===== src/rtl/skit_pkg.sv =====
// ----------------------------------------------------------------------------
// Sorted key index table package
// Shared types, codes and constants of the sorted key index table.
// ----------------------------------------------------------------------------
package skit_pkg;

   localparam int DefaultCapacity = 256;

   localparam logic [1:0] MODE_LOOKUP = 2'd0;
   localparam logic [1:0] MODE_INSERT = 2'd1;
   localparam logic [1:0] MODE_REMOVE = 2'd2;
   localparam logic [1:0] MODE_READ   = 2'd3;

   localparam logic [2:0] ST_OK        = 3'd0;
   localparam logic [2:0] ST_NOT_FOUND = 3'd1;
   localparam logic [2:0] ST_FULL      = 3'd2;
   localparam logic [2:0] ST_DUPLICATE = 3'd3;
   localparam logic [2:0] ST_RANGE     = 3'd4;

   typedef struct packed {
      logic [1:0]  mode;
      logic [63:0] key_word0;
      logic [63:0] key_word1;
      logic [63:0] key_word2;
      logic [63:0] key_word3;
      logic [7:0]  position;
   } req_type;

   typedef struct packed {
      logic [2:0] status;
      logic [7:0] slot;
      logic [8:0] entries;
   } rsp_type;

   // Datapath operations issued by the controller.
   localparam logic [2:0] OP_NONE   = 3'd0;
   localparam logic [2:0] OP_LOAD   = 3'd1; // latch request, reset search bounds
   localparam logic [2:0] OP_PROBE  = 3'd2; // read entry at mid
   localparam logic [2:0] OP_STEP   = 3'd3; // compare read data, narrow bounds
   localparam logic [2:0] OP_READ   = 3'd4; // read entry at or below cursor, or at position
   localparam logic [2:0] OP_MOVE   = 3'd5; // write read data at target
   localparam logic [2:0] OP_WRNEW  = 3'd6; // write new key at found position
   localparam logic [2:0] OP_FIXUP  = 3'd7; // write decremented slot if above

   typedef struct packed {
      logic [2:0] op;
      logic       up;       // shift direction: 1 moves entries toward the end
      logic       cur_init; // set cursor from the search position or count
      logic       count_inc;
      logic       count_dec;
   } cmd_type;

   typedef struct packed {
      logic search_done;
      logic hit;
      logic empty_range;  // lo has reached hi
      logic shift_done;
      logic fix_done;
      logic full;
      logic pos_ok;
   } sts_type;

endpackage


===== src/rtl/skit_ctrl.sv =====
// ----------------------------------------------------------------------------
// Sorted key index table controller
// Sequences search, shift, slot fixup and position read passes for one item at a time.
// ----------------------------------------------------------------------------
module skit_ctrl (
   input  logic              clock,
   input  logic              reset,
   input  logic              req_valid,
   output logic              req_ready,
   input  logic [1:0]        req_mode,
   input  logic              rsp_free,
   output logic              done,
   output skit_pkg::cmd_type cmd,
   input  skit_pkg::sts_type sts
);
   import skit_pkg::*;

   localparam logic [3:0] S_IDLE   = 4'd0;
   localparam logic [3:0] S_PROBE  = 4'd1;
   localparam logic [3:0] S_STEP   = 4'd2;
   localparam logic [3:0] S_DECIDE = 4'd3;
   localparam logic [3:0] S_SREAD  = 4'd4;
   localparam logic [3:0] S_SWAIT  = 4'd5;
   localparam logic [3:0] S_SMOVE  = 4'd6;
   localparam logic [3:0] S_NEW    = 4'd7;
   localparam logic [3:0] S_FREAD  = 4'd8;
   localparam logic [3:0] S_FWAIT  = 4'd9;
   localparam logic [3:0] S_FWRITE = 4'd10;
   localparam logic [3:0] S_RREAD  = 4'd11;
   localparam logic [3:0] S_RWAIT  = 4'd12;
   localparam logic [3:0] S_DONE   = 4'd13;

   logic [3:0] state_ff, state_in;
   logic [1:0] mode_ff, mode_in;

   always_ff @(posedge clock) begin
      if (reset) begin
         state_ff <= S_IDLE;
         mode_ff  <= MODE_LOOKUP;
      end else begin
         state_ff <= state_in;
         mode_ff  <= mode_in;
      end
   end

   assign req_ready = (state_ff == S_IDLE);

   // Next state and command decode.
   always_comb begin
      state_in = state_ff;
      mode_in  = mode_ff;
      cmd      = '0;
      done     = 1'b0;
      case (state_ff)
         S_IDLE: begin
            if (req_valid) begin
               cmd.op   = OP_LOAD;
               mode_in  = req_mode;
               state_in = (req_mode == MODE_READ) ? S_RREAD : S_PROBE;
            end
         end
         S_PROBE: begin
            if (sts.empty_range) begin
               state_in = S_DECIDE;
            end else begin
               cmd.op   = OP_PROBE;
               state_in = S_STEP;
            end
         end
         S_STEP: begin
            cmd.op   = OP_STEP;
            state_in = S_PROBE;
            if (sts.hit) begin
               state_in = S_DECIDE;
            end
         end
         S_DECIDE: begin
            state_in = S_DONE;
            if (mode_ff == MODE_INSERT && !sts.full && !sts.hit) begin
               cmd.cur_init = 1'b1;
               cmd.up       = 1'b1;
               state_in     = S_SREAD;
            end else if (mode_ff == MODE_REMOVE && sts.hit) begin
               cmd.cur_init = 1'b1;
               state_in     = S_SREAD;
            end
         end
         S_SREAD: begin
            cmd.up = (mode_ff == MODE_INSERT);
            if (sts.shift_done) begin
               state_in = (mode_ff == MODE_INSERT) ? S_NEW : S_FREAD;
               if (mode_ff == MODE_REMOVE) begin
                  cmd.count_dec = 1'b1;
               end
            end else begin
               cmd.op   = OP_READ;
               state_in = S_SWAIT;
            end
         end
         S_SWAIT: begin
            state_in = S_SMOVE;
         end
         S_SMOVE: begin
            cmd.op   = OP_MOVE;
            cmd.up   = (mode_ff == MODE_INSERT);
            state_in = S_SREAD;
         end
         S_NEW: begin
            cmd.op        = OP_WRNEW;
            cmd.count_inc = 1'b1;
            state_in      = S_DONE;
         end
         S_FREAD: begin
            if (sts.fix_done) begin
               state_in = S_DONE;
            end else begin
               cmd.op   = OP_READ;
               state_in = S_FWAIT;
            end
         end
         S_FWAIT: begin
            state_in = S_FWRITE;
         end
         S_FWRITE: begin
            cmd.op   = OP_FIXUP;
            state_in = S_FREAD;
         end
         S_RREAD: begin
            cmd.op   = OP_READ;
            state_in = S_RWAIT;
         end
         S_RWAIT: begin
            state_in = S_DONE;
         end
         S_DONE: begin
            // Hold here while the previous result still waits in the output register.
            if (rsp_free) begin
               done     = 1'b1;
               state_in = S_IDLE;
            end
         end
         default: begin
            state_in = S_IDLE;
         end
      endcase
   end

endmodule


===== config.mk =====
export PLATFORM = sky130hd
export DESIGN_NAME = skit_ctrl
export DESIGN_NICKNAME = d
export VERILOG_FILES = /design/src/rtl/skit_pkg.sv /design/src/rtl/skit_ctrl.sv
export SDC_FILE = /design/constraint.sdc
export NUM_CORES = 1
export LEC_CHECK = 0
export BUFFER_PORTS_ARGS = -buffer_cell sky130_fd_sc_hd__buf_2
export CAP_MARGIN = 20
export CORE_MARGIN = 8
export CORE_UTILIZATION = 29
export DETAILED_ROUTE_END_ITERATION = 16
export GPL_TIMING_DRIVEN = 0
export RECOVER_POWER = 50
export SYNTH_ARGS = -nofsm -noshare
export SYNTH_HDL_FRONTEND = slang
export SYNTH_SLANG_ARGS = --single-unit

===== constraint.sdc =====
create_clock -name clock -period 1.3 [get_ports clock]
set_input_delay 0.325 -clock clock [delete_from_list [all_inputs] [get_ports clock]]
set_output_delay 0.325 -clock clock [all_outputs]
set_load 0.05 [all_outputs]

==> results of run 1 <==
-- state kept, by name (all words and copies together), names as in the netlist --
name      flops
mode_ff       2
state_ff      4
-- repair_timing --
action	4_1_cts	5_1_grt
cloned	1	0
pin swaps	4	12
hold endpoints to repair	0	0
resized for setup	56	19
setup endpoints to repair	13	15
buffers inserted	18	7
-- placed cells by master, fill, tap and decap left out, drive strengths merged --
cell type,Yosys,final
dfxtp,6,6
o22a,1,1
nand4b,1,1
nor2b,2,2
clkbuf,3,7
nor4,2,2
a21boi,1,1
o21ai,3,3
nor3b,1,1
mux2i,1,1
nand2,11,11
nand3,3,3
a2111oi,1,1
or3,1,1
nor2,9,9
a22oi,2,2
o31a,1,1
a211oi,1,1
o21bai,1,1
a31oi,3,3
and2b,1,1
nand2b,5,5
buf,3,47
a32oi,1,1
a21oi,6,6
o22ai,1,1
nor4bb,1,1
a41oi,1,1
nand3b,2,2
nor3,6,6
-- worst max-delay path by stage --
stage / endpoint / slack, ns / start
global route: cmd[2] / -0.49 / mode_ff[1]
global placement: cmd[2] / -0.37 / state_ff[1]
detailed placement: cmd[2] / -0.38 / state_ff[1]
finish: cmd[2] / -0.45 / mode_ff[1]
floorplan: state_ff[0] / -0.48 / state_ff[1]
CTS: cmd[2] / -0.43 / mode_ff[1]
-- kinds of logic (layout without fill, tap and decap cells) --
| kind of cell | after synthesis | after routing | synth area share [%] |
|---|---|---|---|
| AO/OA/AOI/OAI | 23 | 23 | 29.5 |
| buffers and inverters | 6 | 54 | 5.21 |
| flip-flops | 6 | 6 | 20.8 |
| multiplexers | 1 | 1 | 1.74 |
| AND/OR/NAND/NOR | 45 | 45 | 42.7 |
-- worst max-delay path, stage by stage (launching register included) --
cell and delay (ns):
dfxtp_2 0.33, nand2b_4 0.17, o31a_1 0.30, nor4_4 0.17, buf_6 0.20
-- per-layer routing --
layer	wire, µm	up-vias
met4	63	0
li1	-	401
met5	0	-
met3	80	8
met1	1050	415
met2	1370	21
-- layout make-up --
| type | instances | share of cell area, % |
|---|---|---|
| multi-input combinational | 69 | 51.0 |
| clock buffer | 4 | 1.83 |
| timing repair buffer | 44 | 28.0 |
| buffer | 6 | 7.74 |
| tap | 27 | 2.35 |
| sequential | 6 | 9.13 |
-- per-stage QoR --
step	hold WS [ns]	cells	power [mW]
6_report	0.324	156	3.47
5_1_grt	0.327	156	3.63
4_1_cts	0.328	150	3.15
3_5_place_dp	0.490	127	2.01
3_3_place_gp	0.483	127	2.00
2_1_floorplan	0.388	81	1.73
-- report_power, final --
group	internal, mW	switching, mW	total (mW)
combinational	1.50	1.40	2.90
sequential	0.271	0.102	0.372
clock	0.117	0.0796	0.197
total	1.89	1.58	3.47
==> out/qor.csv, run 1 <==
metric;value;unit
outcome;complete, but fails checks;
failing checks;negative setup slack;
Lkg Pwr;0.554;nW
top cells by area, synth;dfxtp_1 (21%), nand2_1 (7.2%), nor2_1 (5.9%);
EDFF count, synth;0;
Max Clock Skew;0.00124;ns
die height;60.6;µm
FF-to-FF path depth;7;
unrepaired setup endpoints after global routing;yes;
post-layout util;74.9;%
final critical-path share of the clock period;134;%
Core Area;0.00192;mm²
Storage cell area;131;µm²
startpoint types;register;
main flop type after synthesis;dfxtp_1;
Hold Path Origin;reset;
TritonRoute pass-1 iters;4;
Finished Cell Area;0.00144;mm²
pwr/cell area;2410;mW/mm²
synth warn;0;
# fillers;139;
Min-Delay Path Depth;2;
most frequent cell after synthesis;nand2_1;
CTS Root Cell;clkbuf_4;
Num CTS Buffers;3;
Initial Util;30.0;%
vias in the first global route;897;
hold crit path type;in2reg;
Via Count;845;
GRT Total Usage;14.5;%
crit end category;primary output;
Crit path arrival time;1.42;ns
P&R area growth vs syn;149;%
total of max-cap violations;0;
Yosys cell types;33;
critical path type;reg2out;
pre-CTS setup slack;-0.382;ns
WHS Endpoint;mode_ff[1];
setup_tns;-3.73;ns
H-tree depth;1;
Multi-input gate area;733;µm²
layer with the highest usage;met2;
Post-DP Area;897;µm²
total wire length;2560;µm
initial antenna violation count;0;
routed length per instance;16.4;µm
final number of max-transition violations;0;
GRT met3 Usage;4.45;%
Rel. slew slack;69.7;%
share of layout cells above drive strength 1;76.0;%
syn nets;94;
grt total ovfl;0;
Synth top cells by count;nand2_1 (11), nor2_1 (9), a21oi_1 (6), dfxtp_1 (6), nor3_1 (6);
Clock Sinks;6;
Avg Inst Size Synth;7.12;µm²
Vias/cell;5.42;
Nets;143;
Clock Latency Late Sink;0.25;ns
Worst Path Required;0.98;ns
post-route ant nets;0;
Worst R2R Setup Slack;-0.19;ns
Die W;60.6;µm
largest net degree at the start of global routing;11;
Max IR drop VDD;1.93;mV
io pins;22;
met2 usage;26.7;%
slew at the pin closest to its max-slew limit;0.449;ns
CTS tree;built;
dpl hpwl;1490;µm
Syn Std Cell Area;577;µm²
crit path max fanout;5;
setup violators final;15;
flops & latches, synth;6;
Synth Instances;81;
Max Root-Sink Buffers;2;
Synth area leader;dfxtp_1;
hold_buf cts;0;
endpoints failing hold;0;
Clock transition at path regs;0.05;ns
Cell Rows;16;
Residual DRC;0;
GR Util met1;14.6;%
Antenna Cells;0;
first-pass GRT wire length;3980;µm
fmax;573;MHz
minimum clock period;1.75;ns
post-synthesis sequential area ratio;20.8;%
RR Endpoint;state_ff[3];
Final WS setup;-0.446;ns
Synth async-reset ratio;0;%
Die Area;0.00367;mm²
drt first-iter violations;5;
RR Startpoint;state_ff[0];
Port Buffers;19;
Final GP Congestion;0.799;
Yosys top cell area share;20.8;%
Note: power is estimated with default switching activity, not from simulation.
==> run 2, diff against run 1 <==
--- a/config.mk
+++ b/config.mk
@@ -5,6 +5,7 @@
 export SDC_FILE = /design/constraint.sdc
 export NUM_CORES = 1
 export LEC_CHECK = 0
+export ABC_AREA = 1
 export BUFFER_PORTS_ARGS = -buffer_cell sky130_fd_sc_hd__buf_2
 export CAP_MARGIN = 20
 export CORE_MARGIN = 8
==> constraint.sdc (replaced) <==
create_clock -name clock -period 1.5 [get_ports clock]
set_input_delay 0.375 -clock clock [delete_from_list [all_inputs] [get_ports clock]]
set_output_delay 0.375 -clock clock [all_outputs]
set_load 0.05 [all_outputs]
==> out/qor.csv, run 2 <==
metric;value;unit
CTS Root Cell;clkbuf_4;
Synth top cells by count;nand2_1 (24), inv_1 (15), nand3_1 (12), nor2_1 (12);
syn nets;113;
RR Endpoint;state_ff[3];
Residual DRC;0;
Hold Path Origin;reset;
Post-DP Area;776;µm²
total of max-cap violations;0;
Cell Rows;16;
Min-Delay Path Depth;2;
Synth area leader;dfxtp_1;
largest net degree at the start of global routing;7;
Nets;151;
Crit path largest cell delay;0.41;ns
most common cell after layout, fill and taps aside;nand2_1;
Syn Std Cell Area;559;µm²
hold_buf cts;0;
flops & latches, synth;6;
Worst Path Buf+Inv;2;
critical path depth;5;
first-pass GRT wire length;3310;µm
top cells by area, synth;dfxtp_1 (21%), nand2_1 (16%), nand3_1 (11%);
drt first-iter violations;9;
grt total ovfl;0;
Clock transition at path regs;0.04;ns
Rel. slew slack;83.2;%
post-synthesis sequential area ratio;21.5;%
Max Clock Skew;0.00230;ns
RR Startpoint;state_ff[2];
max reg flops;4;
Core Area;0.00188;mm²
hold crit path type;in2reg;
Clock Sinks;6;
setup violators final;9;
leading cell types in the layout, fill and taps excluded;nand2_1 (18), inv_1 (13), buf_4 (13);
share of layout cells above drive strength 1;54.4;%
Most flops, register;state_ff;
endpoints failing hold;0;
startpoint types;register;
Design Power;2.18;mW
Finished Cell Area;0.00108;mm²
Crit path arrival time;1.29;ns
crit end category;primary output;
GRT Total Usage;12.2;%
Slowest-stage cell, CP;dfxtp_4;
unrepaired setup endpoints after global routing;yes;
worst-path cell chain;inv_6 -> nor2_4 -> nand2_2 -> o221ai_4 -> buf_6;
initial antenna violation count;0;
crit-path leading delay family;flip-flops;
io pins;22;
H-tree depth;1;
Yosys top cell area share;21.5;%
Via Count;772;
Die W;59.9;µm
Max IR drop VDD;1.66;mV
fmax;602;MHz
vias in the first global route;813;
Lkg Pwr;0.517;nW
Port Buffers;19;
TritonRoute pass-1 iters;4;
Synth async-reset ratio;0;%
post-route ant nets;0;
Synth Instances;100;
final critical-path share of the clock period;111;%
total wire length;1970;µm
crit path launch;state_ff[3];
main flop type after synthesis;dfxtp_1;
failing checks;negative setup slack;
EDFF count, synth;0;
CTS tree;built;
synth warn;0;
critical path type;reg2out;
Clock Latency Late Sink;0.24;ns
Antenna Cells;0;
slew at the pin closest to its max-slew limit;0.252;ns
Worst R2R Setup Slack;0.20;ns
Final WS setup;-0.161;ns
die height;59.9;µm
Num CTS Buffers;3;
minimum clock period;1.66;ns
P&R area growth vs syn;92.6;%
Yosys cell types;19;
dpl hpwl;1410;µm
routed length per instance;12.1;µm
Worst Path Required;1.12;ns
pwr/cell area;2030;mW/mm²
final number of max-transition violations;0;
Vias/cell;4.74;
Die Area;0.00359;mm²
FF-to-FF path depth;9;
Largest regs;state_ff (4), mode_ff (2);
crit path max fanout;4;
Initial Util;29.7;%
WHS Endpoint;state_ff[3];
most frequent cell after synthesis;nand2_1;
Max Root-Sink Buffers;2;
Avg Inst Size Synth;5.59;µm²
outcome;complete, but fails checks;
Final GP Congestion;0.907;
run 2: cell type report:
class	count	area, µm²
Tap cell	27	33.8
Clock buffer	3	22.5
Timing Repair Buffer	33	280
Fill cell	196	805
Sequential cell	6	136
Inverter	19	81.3
Multi-Input combinational cell	75	523
run 2: kinds of logic after synthesis:
group / count (synthesis) / synth area share, %
compound gates: 15 / 16.1
buf+inv: 19 / 12.8
flops: 6 / 21.5
simple gates: 60 / 49.7
run 2: how the worst max path moves through the flow:
stage	end	slack, ns
detailed placement	cmd[4]	-0.19
global placement	cmd[4]	-0.18
floorplan	cmd[0]	-0.12
CTS	cmd[6]	-0.17
global route	cmd[0]	-0.23
finish	cmd[6]	-0.16
run 2: worst register-to-register path: stages, from the launching register on:
cell and delay [ns]:
dfxtp_4 0.36, buf_12 0.13, nand2_2 0.12, inv_2 0.05
nand2_1 0.08, nand3_1 0.10, nor2_1 0.15, nand2_1 0.07
nand2_1 0.07, a21oi_2 0.05
run 2: through the flow:
| stage | std cells | hold WS, ns | worst slack, ns | util (%) | setup TNS, ns |
|---|---|---|---|---|---|
| finish | 163 | 0.325 | -0.161 | 57.2 | -1.07 |
| global route | 163 | 0.323 | -0.233 | 57.2 | -1.63 |
| CTS | 160 | 0.318 | -0.171 | 54.3 | -1.19 |
| detailed placement | 146 | 0.557 | -0.190 | 41.2 | -0.890 |
| global placement | 146 | 0.551 | -0.184 | 41.2 | -0.869 |
| floorplan | 100 | 0.437 | -0.120 | - | -0.199 |
run 2: routing by layer:
| metal | global-route usage (%) | share of wire, % | vias to the layer above |
|---|---|---|---|
| met5 | 0 | 0 | - |
| met4 | 6.80 | 1.1 | 0 |
| met3 | 2.15 | 4.3 | 4 |
| met2 | 21.5 | 50 | 16 |
| met1 | 13.1 | 45 | 351 |
| li1 | - | - | 401 |
run 2: report_power, final:
| part | switching, mW | total, mW | internal (mW) |
|---|---|---|---|
| Clock | 0.0529 | 0.143 | 0.0901 |
| Combinational | 0.995 | 1.68 | 0.681 |
| Sequential | 0.115 | 0.365 | 0.249 |
run 2: repair_timing:
action,in CTS,in global routing
gates resized for setup,49,5
pin swaps,8,7
hold endpoints to repair,0,0
buffers inserted,11,3
endpoints found under the setup margin,9,9
==> run 3, diff against run 2 <==
--- a/config.mk
+++ b/config.mk
@@ -13,6 +13,8 @@
 export DETAILED_ROUTE_END_ITERATION = 16
 export GPL_TIMING_DRIVEN = 0
 export RECOVER_POWER = 50
+export SKIP_CTS_REPAIR_TIMING = 1
 export SYNTH_ARGS = -nofsm -noshare
 export SYNTH_HDL_FRONTEND = slang
 export SYNTH_SLANG_ARGS = --single-unit
+export TNS_END_PERCENT = 1
==> out/qor.csv, run 3 (synthesized netlist as in run 2, its figures left out) <==
metric;value;unit
internal power;0.818;mW
Max Root-Sink Buffers;2;
TritonRoute pass-1 iters;4;
Nets;141;
setup_tns;-1.36;ns
final number of max-transition violations;0;
Rel. slew slack;81.2;%
Initial Util;29.7;%
total of max-cap violations;0;
Worst Path Required;1.12;ns
crit path max fanout;7;
Die W;59.9;µm
switching power;1.04;mW
max reg flops;4;
Clock Sinks;6;
grt total ovfl;0;
dpl hpwl;1440;µm
unrepaired setup endpoints after global routing;yes;
pwr/cell area;2060;mW/mm²
routed length per instance;11.8;µm
io pins;22;
most common cell after layout, fill and taps aside;nand2_1;
Design Power;1.86;mW
Cell Rows;16;
endpoints failing hold;0;
Clock Power Share;7.9;%
Clock Latency Late Sink;0.24;ns
Die Area;0.00359;mm²
hold crit path type;in2reg;
slew at the pin closest to its max-slew limit;0.279;ns
post-route ant nets;0;
Num CTS Buffers;3;
Via Count;726;
fmax;587;MHz
critical path type;reg2out;
Combinational Power Share;72.9;%
# placed instances;146;
Vias/cell;4.75;
Clock transition at path regs;0.04;ns
Final WS setup;-0.202;ns
Port Buffers;19;
crit end category;primary output;
total wire length;1800;µm
startpoint types;register;
Sw Share;56.0;%
Flop pwr share;19.2;%
failing checks;negative setup slack;
Most flops, register;state_ff;
initial antenna violation count;0;
first-pass GRT wire length;2850;µm
Core Area;0.00188;mm²
die height;59.9;µm
largest net degree at the start of global routing;8;
CTS tree;built;
P&R area growth vs syn;61.1;%
GRT Total Usage;10.4;%
Final GP Congestion;0.796;
vias in the first global route;701;
drt first-iter violations;10;
final critical-path share of the clock period;113;%
Max Clock Skew;0.00185;ns
Antenna Cells;0;
minimum clock period;1.70;ns
H-tree depth;1;
share of layout cells above drive strength 1;48.4;%
# fillers;210;
outcome;complete, but fails checks;
Residual DRC;0;
CTS Root Cell;clkbuf_4;
Largest regs;state_ff (4), mode_ff (2);
Max IR drop VDD;2.13;mV
Crit path arrival time;1.33;ns
Final Non-Filler Cells;153;
setup violators final;9;
Lkg Pwr;0.450;nW
leading cell types in the layout, fill and taps excluded;nand2_1 (19), inv_1 (14), nand3_1 (12);
[run 3: changes by cell type in the layout (fill, tap and decap cells not counted), sizes merged]
cell | before | now
buf | 33 | 23
[run 3: worst paths after layout]
kind	startpoint	to	slack [ns]	cells after the start
setup / recovery	state_ff[1]	cmd[4]	-0.20	6
hold / removal	reset	state_ff[3]	0.33	2
setup reg to reg	state_ff[1]	state_ff[3]	0.20	8
hold reg to reg	mode_ff[0]	mode_ff[0]	0.55	2
[run 3: per-stage QoR]
stage / worst slack [ns] / utilization [%] / area (µm²) / hold slack (ns)
global placement: -0.181 / 39.2 / 738 / 0.550
finish: -0.202 / 47.9 / 901 / 0.332
CTS: -0.471 / 40.4 / 761 / 0.323
floorplan: -0.272 / - / 609 / 0.437
detailed placement: -0.196 / 39.2 / 738 / 0.558
global route: -0.275 / 47.9 / 901 / 0.329
[run 3: power by group through the flow]
| stage | sequential [mW] | clock (mW) | combinational [mW] |
|---|---|---|---|
| 3_3_place_gp | 0.310 | 0 | 1.04 |
| 3_5_place_dp | 0.313 | 0 | 1.05 |
| 5_1_grt | 0.371 | 0.161 | 1.46 |
| 4_1_cts | 0.311 | 0.158 | 1.05 |
| 2_1_floorplan | 0.298 | 0 | 0.840 |
| 6_report | 0.358 | 0.147 | 1.36 |
[run 3: area by class of cell]
class | instances | area, µm² | area share (%)
Clock buffer | 3 | 22.5 | 2.50
Timing Repair Buffer | 23 | 174 | 19.3
Multi-Input combinational cell | 75 | 460 | 51.1
Inverter | 19 | 76.3 | 8.47
Tap cell | 27 | 33.8 | 3.75
Sequential cell | 6 | 134 | 14.9
[run 3: worst max-delay path, stage by stage (launching register included)]
cell and delay [ns]:
dfxtp_4 0.37, nor2_4 0.25, nand2_2 0.10, inv_2 0.09
nand2_4 0.06, nand2_2 0.07, buf_8 0.14
[run 3: layer usage]
metal,vias up,GRT usage [%],part of all wire (%)
met5,-,0,0
met4,0,7.14,2.7
met3,5,1.29,2.6
met2,15,18.3,51
met1,327,11.2,43
li1,379,-,-
